`config.mk`:
```
export PLATFORM = sky130hd
export DESIGN_NAME = timestamped_history_dedup_store
export DESIGN_NICKNAME = d
export VERILOG_FILES = /design/src/design/thds_pkg.sv /design/src/design/thds_cell.sv /design/src/design/thds_ring.sv /design/src/design/timestamped_history_dedup_store.sv
export SDC_FILE = /design/constraint.sdc
export NUM_CORES = 2
export LEC_CHECK = 0
export ABC_CLOCK_PERIOD_IN_PS = 137500
export BUFFER_PORTS_ARGS = -buffer_cell sky130_fd_sc_hd__buf_4
export CAP_MARGIN = 10
export CORE_MARGIN = 3
export CORE_UTILIZATION = 28
export DETAILED_ROUTE_END_ITERATION = 12
export PLACE_DENSITY = 0.5
export SLEW_MARGIN = 20
export SYNTH_ARGS = -nofsm -noshare
export SYNTH_HDL_FRONTEND = slang
export SYNTH_SLANG_ARGS = --single-unit
```
`constraint.sdc`:
```
create_clock -name clk -period 137.5 [get_ports clk]
set_clock_uncertainty 0.1 [all_clocks]
set_input_delay 0 -clock clk [delete_from_list [all_inputs] [get_ports clk]]
set_output_delay 0 -clock clk [all_outputs]
set_load 0.005 [all_outputs]
```
`src/design/thds_pkg.sv`:
```
`default_nettype none
// ----------------------------------------------------------------------------
// thds_pkg
// shared constants and types of the timestamped history dedup store
// ----------------------------------------------------------------------------
package thds_pkg;
  localparam int Depth = 64;
  localparam int CntW  = $clog2(Depth + 1);

  localparam logic [1:0] CMD_CLEAR = 2'd0;
  localparam logic [1:0] CMD_ADD   = 2'd1;
  localparam logic [1:0] CMD_READ  = 2'd2;
  localparam logic [1:0] CMD_RSVD  = 2'd3;

  localparam logic [2:0] ST_CLEARED  = 3'd0;
  localparam logic [2:0] ST_APPENDED = 3'd1;
  localparam logic [2:0] ST_REPLACED = 3'd2;
  localparam logic [2:0] ST_DUP      = 3'd3;
  localparam logic [2:0] ST_INVALID  = 3'd4;
  localparam logic [2:0] ST_TOO_OLD  = 3'd5;
  localparam logic [2:0] ST_READ     = 3'd6;

  typedef struct packed {
    logic [23:0] value;
    logic [31:0] tstamp;
  } entry_t;

  // ring control: shift one place, and optionally load a new entry at the tail
  typedef struct packed {
    logic   shift;
    logic   load;
    entry_t data;
  } ring_ctl_t;
endpackage
`default_nettype wire

```
`src/design/thds_cell.sv`:
```
`default_nettype none
// ----------------------------------------------------------------------------
// thds_cell
// one slot of the circulating entry ring
// ----------------------------------------------------------------------------
module thds_cell (
  input  wire                   clk,
  input  wire                   shift,
  input  wire  thds_pkg::entry_t din,
  output thds_pkg::entry_t       dout
);
  import thds_pkg::*;
  always_ff @(posedge clk) begin
    if (shift) begin
      dout <= din;
    end
  end
endmodule
`default_nettype wire

```
`src/design/thds_ring.sv`:
```
`default_nettype none
// ----------------------------------------------------------------------------
// thds_ring
// chain of cells; the tail takes a loaded entry or is fed back from cell 0, the head
// ----------------------------------------------------------------------------
module thds_ring (
  input  wire                    clk,
  input  wire  thds_pkg::ring_ctl_t ctl,
  output thds_pkg::entry_t        head
);
  import thds_pkg::*;
  entry_t q [Depth];
  entry_t d [Depth];

  genvar g;
  generate
    for (g = 0; g < Depth; g++) begin : g_cell
      if (g == Depth - 1) begin : g_tail
        assign d[g] = ctl.load ? ctl.data : q[0];
      end else begin : g_mid
        assign d[g] = q[g+1];
      end
      thds_cell u_cell (.clk(clk), .shift(ctl.shift), .din(d[g]), .dout(q[g]));
    end
  endgenerate

  assign head = q[0];
endmodule
`default_nettype wire

```
`src/design/timestamped_history_dedup_store.sv`:
```
`default_nettype none
// ----------------------------------------------------------------------------
// timestamped_history_dedup_store
// bounded store of timestamped readings with duplicate suppression
// ----------------------------------------------------------------------------
// Entries live in a ring of Depth cells that rotates one place per cycle
// while busy; slot 0 always sits at the head between commands. A clear,
// an invalid add, an empty read and the unused code are handled at the
// accepting edge and busy never rises; the result beat of the first three
// shows in the next cycle, and the unused code gives no result beat. A
// valid add rotates the ring once fully to look for a duplicate timestamp
// and the oldest entry; a duplicate or a too-old sample ends there.
// Otherwise a second full turn writes the sample in its slot; the result
// beat shows in the first cycle after busy falls. A read rotates once and
// emits one beat per cycle, each taken from the head in the read state
// and registered, for the first entries up to the limit. The receiver
// cannot stall: every result beat is shown for one cycle with strobe
// high, and busy stays high until the command's work is done.
module timestamped_history_dedup_store (
  input  wire                         clk,
  input  wire                         rst,
  input  wire                         start,
  output logic                        busy,
  input  wire  [1:0]                  cmd,
  input  wire  signed [23:0]          sample_value,
  input  wire  [31:0]                 sample_time,
  input  wire  [6:0]                  read_limit,
  output logic                        strobe,
  output logic [2:0]                  status,
  output logic                        entry_valid,
  output logic signed [23:0]          entry_value,
  output logic [31:0]                 entry_time,
  output logic [6:0]                  entry_count,
  output logic                        last
);
  import thds_pkg::*;

  typedef enum logic [2:0] {S_IDLE, S_SCAN, S_WRITE, S_READ} state_t;

  state_t              state;
  logic [CntW-1:0]     fill;
  logic [CntW-1:0]     pos;      // places the ring has shifted in this pass
  logic [CntW-1:0]     nread;    // beats to emit in a read
  logic [CntW-1:0]     target;   // slot to write
  logic                dup;
  logic [31:0]         old_t;
  logic [CntW-1:0]     old_i;
  entry_t              smp;
  entry_t              head;
  ring_ctl_t           ctl;

  thds_ring u_ring (.clk(clk), .ctl(ctl), .head(head));

  logic [CntW-1:0] fill_top;
  assign fill_top = CntW'(Depth);

  // ring control: rotate during passes; load sample when the target slot
  // reaches the head
  always_comb begin
    ctl.shift = (state != S_IDLE);
    ctl.data  = (state == S_WRITE && pos == target) ? smp : head;
    ctl.load  = 1'b1;
  end

  assign busy = (state != S_IDLE);

  always_ff @(posedge clk) begin
    if (rst) begin
      state  <= S_IDLE;
      fill   <= '0;
      strobe <= 1'b0;
      pos    <= '0;
    end else begin
      strobe <= 1'b0;
      unique case (state)
        S_IDLE: begin
          if (start) begin
            smp.value    <= sample_value;
            smp.tstamp   <= sample_time;
            pos          <= '0;
            dup          <= 1'b0;
            old_t        <= '1;
            old_i        <= '0;
            status       <= ST_READ;
            entry_valid  <= 1'b0;
            entry_value  <= '0;
            entry_time   <= '0;
            last         <= 1'b1;
            unique case (cmd)
              CMD_CLEAR: begin
                fill        <= '0;
                strobe      <= 1'b1;
                status      <= ST_CLEARED;
                entry_count <= '0;
              end
              CMD_ADD: begin
                if (sample_value[23] || sample_value == '0 || sample_time == '0) begin
                  strobe      <= 1'b1;
                  status      <= ST_INVALID;
                  entry_count <= 7'(fill);
                end else begin
                  state <= S_SCAN;
                end
              end
              CMD_READ: begin
                if (fill == '0 || read_limit == '0) begin
                  strobe      <= 1'b1;
                  entry_count <= 7'(fill);
                end else begin
                  nread <= (read_limit < fill) ? read_limit : fill;
                  state <= S_READ;
                end
              end
              default: ;
            endcase
          end
        end
        S_SCAN: begin
          if (pos < fill) begin
            if (head.tstamp == smp.tstamp) dup <= 1'b1;
            if (pos == '0 || head.tstamp < old_t) begin
              old_t <= head.tstamp;
              old_i <= pos;
            end
          end
          pos <= (pos == fill_top - 1'b1) ? '0 : pos + 1'b1;
          if (pos == fill_top - 1'b1) begin
            entry_count <= 7'(fill);
            if (dup || (pos < fill && head.tstamp == smp.tstamp)) begin
              strobe <= 1'b1; status <= ST_DUP; state <= S_IDLE;
            end else if (fill != fill_top) begin
              target <= fill; state <= S_WRITE; status <= ST_APPENDED;
            end else begin
              // full: last cell compared too
              if (head.tstamp < old_t) begin
                if (smp.tstamp > head.tstamp) begin
                  target <= pos; state <= S_WRITE; status <= ST_REPLACED;
                end else begin
                  strobe <= 1'b1; status <= ST_TOO_OLD; state <= S_IDLE;
                end
              end else if (smp.tstamp > old_t) begin
                target <= old_i; state <= S_WRITE; status <= ST_REPLACED;
              end else begin
                strobe <= 1'b1; status <= ST_TOO_OLD; state <= S_IDLE;
              end
            end
          end
        end
        S_WRITE: begin
          pos <= (pos == fill_top - 1'b1) ? '0 : pos + 1'b1;
          if (pos == fill_top - 1'b1) begin
            state  <= S_IDLE;
            strobe <= 1'b1;
            if (status == ST_APPENDED) begin
              fill        <= fill + 1'b1;
              entry_count <= 7'(fill + 1'b1);
            end else begin
              entry_count <= 7'(fill);
            end
          end
        end
        S_READ: begin
          if (pos < nread) begin
            strobe      <= 1'b1;
            status      <= ST_READ;
            entry_valid <= 1'b1;
            entry_value <= head.value;
            entry_time  <= head.tstamp;
            entry_count <= 7'(fill);
            last        <= (pos + 1'b1 == nread);
          end
          pos <= (pos == fill_top - 1'b1) ? '0 : pos + 1'b1;
          if (pos == fill_top - 1'b1) begin
            state <= S_IDLE;
          end
        end
        default: state <= S_IDLE;
      endcase
    end
  end
endmodule
`default_nettype wire

```
==> results.md <==
* Status: finished, final reports clean
* Non-Filler Instances at 11200
* Worst path top cell family by delay: buffers and inverters
* Detailed placement HPWL at 91.2 mm
* Yosys reg bits at 3779
* Placement Setup Slack at 130370 ps
* Utilization after layout at 33.4%
* Most common cell after layout, fill and taps aside: edfxtp_1
* CP Cell Sequence: inv_1 > ha_1 > inv_8 > buf_12 > buf_4 > buf_4 > buf_4 > buf_4
* Final min period at 7030 ps
* Synth top area share at 95.2%
* Fin crit share at 5.11%
* Cells after synthesis at 4590
* Die Y at 657 µm
* Syn Nets at 4785
* R2R setup slack at 130470 ps
* Register Area at 0.113 mm²
* Max Cap Viol at 0
* Fin nets at 5442
* Crit-path most repeated cell: buf_4
* Post-route DRC at 0
* YS warnings at 0
* Area leader, netlist: edfxtp_1
* Worst-Margin Slew at 1150 ps
* Syn_area_per_cell at 25.9 µm²
* Synth cell types at 63
* Slew Viols, Final at 0
* Sequential share of the synthesized area at 95.5%
* Worst-path fanout max at 162
* Max stage delay on crit path at 900 ps
* Worst path required time at 137910 ps
* Via Count at 43500
* Num CTS Buffers at 368
* Ys async rst share at 0%
* CP Launch Point: state[0]
* Die area at 0.432 mm²
* # Post-CTS Setup Buffers at 0
* Max Fclk at 0.142 GHz
* Worst vdd ir at 0.0206 mV
* Initial antenna violation count at 24
* Vias per cell at 3.88
* Worst setup path class: flip-flop to flip-flop
* I/O pins at 138
* Finish-stage setup viols at 0
* WP buf/inv at 7
* Number of global-route vias before repair at 43900
* Cell Area, Synth at 0.119 mm²
* Area contributors post-synth: edfxtp_1, ha_1, nand2_1, mux2_2, inv_1
* Worst min-delay path class: input port to flip-flop
* Placed cell area at 0.127 mm²
* CP Capture Point: u_ring.g_cell[1].u_cell.dout[32]
* Port bufs at 137
* Core area at 0.421 mm²
* Worst Hold Launch: sample_time[21]
* Clk Latency, worst-skew pair at 960 ps
* Slowest CP cell: buf_4
* Reg2Reg Depth at 8
* Area of the multi-input gates at 0.00499 mm²
* Final ANT Viol Nets at 0
* TritonCTS Sinks at 3779
* Layout cell share with drive strength beyond 1 at 13.8%
* First-pass GRT wire length at 270 mm
* Worst r2r src: state[0]
* Setup TNS at 0 ps
* Hold_ws at 229 ps
* Root Buffer: clkbuf_16
* Area delta synth->final at 18.3%
* Pwr dens at 24.0 mW/mm²
* RSZ-0062 raised after global routing: false
* Grt total ovfl at 0
* Clock Path Buffers at 4
* Commonest cells after routing, fill and taps aside: edfxtp_1, clkbuf_16, buf_4
* Site Rows at 238
* Slew Limit Headroom at 22.5%
* Post-synth EDFFs at 3762
* Dpl cells at 10400
* DR iter-0 viols at 4639
* Die Wd at 657 µm
* Design Power at 3.37 mW
* Reg2reg end: u_ring.g_cell[1].u_cell.dout[32]
* PnR worst setup slack at 130470 ps
* Crit path DAT at 7440 ps
* FILL cells at 39100
* Pleak at 45.0 nW
* Hold Vio Cnt, Final at 0
* Pin count of the biggest net entering global routing at 214
* DRT Pass-1 Iters at 8
* RD Place Congestion at 0.776
* H-tree lvl count at 5
* CTS tree: done
* Final instance area at 0.140 mm²
* Synth Flop Type: edfxtp_1
* Initial core utilization at 28.2%
* Crit path capture type: flip-flop
* Total track usage at 7.93%
* Setup crit start kind: flip-flop
* Clock slew at reported path FFs at 60 ps
* Drt total wl at 178 mm
* Levels on crit path at 8
* DR WL/cell at 15.9 µm
[where the power goes]
| group | switching [mW] | internal (mW) | leakage [nW] |
|---|---|---|---|
| Clock | 0.423 | 0.557 | 5.76 |
| Combinational | 0.261 | 0.0358 | 4.20 |
| Sequential | 0.136 | 1.96 | 35.0 |
[timing repair]
action / 4_1_cts / 5_1_grt
hold buffers: 141 / 0
gates resized for setup: 0 / 0
endpoints found under the setup margin: 0 / 0
hold endpoints to repair: 181 / 0
[tightest hold or removal path: stages]
cell and delay [ps]:
dlygate4sd3_1 520, buf_4 100, dlygate4sd3_1 530
[registers in the layout, indices dropped and copies added (netlist names), 7 cells and up]
signal and count:
u_ring.g_cell.u_cell.dout 3584, smp 56, entry_time 32, old_t 32, entry_value 24, entry_count 7
fill 7, nread 7, old_i 7, pos 7, target 7
[logic make-up (layout without fill, tap and decap cells)]
kind of cell             after synthesis  in the layout  synth area share [%]
multiplexers                          42             42                 0.390
AND/OR/NAND/NOR                      302            302                  1.21
XOR/XNOR                              20             20                 0.148
AO/OA/AOI/OAI                        191            191                  1.04
flip-flops                          3779           3779                  95.5
other                                  0              5                     0
adder cells (fa/ha/maj)              127            127                  1.34
buffers and inverters                129           1088                 0.410
[how the worst min path moves through the flow]
stage | to | slack (ps) | depth (start not counted)
floorplan | smp[0] | -1 | 0
global placement | smp[16] | 90 | 1
detailed placement | smp[34] | 90 | 1
CTS | smp[18] | 130 | 3
global route | smp[21] | 180 | 3
finish | smp[21] | 230 | 3
[synthesized netlist by cell type (2+ instances only)]
cell type     n
a211oi_1      4
a22o_1        2
o211ai_1      3
nand4_1      23
nor2_1       72
a311oi_1      3
a311o_1       3
inv_1        94
a211o_1       3
and3_1        3
a221o_1       2
a221oi_1      6
mux2_2       34
a2111oi_0     2
o221ai_1      2
a21oi_1      48
and4_1        6
nor3_1       13
clkbuf_1     29
a2bb2oi_1     2
nor2b_1       4
mux2i_1       8
xor2_1        3
nand3_1      14
o21a_1        4
nand2_1     105
buf_1         3
o21ai_0      64
nand2b_1      7
o32a_1        3
and2_1       32
edfxtp_1   3762
a21o_1       15
a21boi_0      3
ha_1        127
a31oi_1       3
o31ai_1       3
nor4_1       18
dfxtp_1      17
buf_2         2
xnor2_1      17
[layout make-up]
cell class | count | share of cell area (%)
Sequential cell | 3779 | 80.7
Clock buffer | 448 | 6.80
Tap cell | 5640 | 5.02
Multi-Input combinational cell | 682 | 3.55
Timing Repair Buffer | 321 | 2.03
Clock inverter | 224 | 1.66
Inverter | 95 | 0.259
Antenna cell | 5 | 0.00891
[per-layer routing]
metal | track usage [%] | routed length [µm] | vias to the layer above
li1 | - | - | 19800
met1 | 11.1 | 83000 | 22600
met2 | 12.0 | 81000 | 756
met3 | 1.71 | 8100 | 392
met4 | 3.16 | 6380 | 0
met5 | 0 | 0 | -
Note: power is estimated with default switching activity, not from simulation.
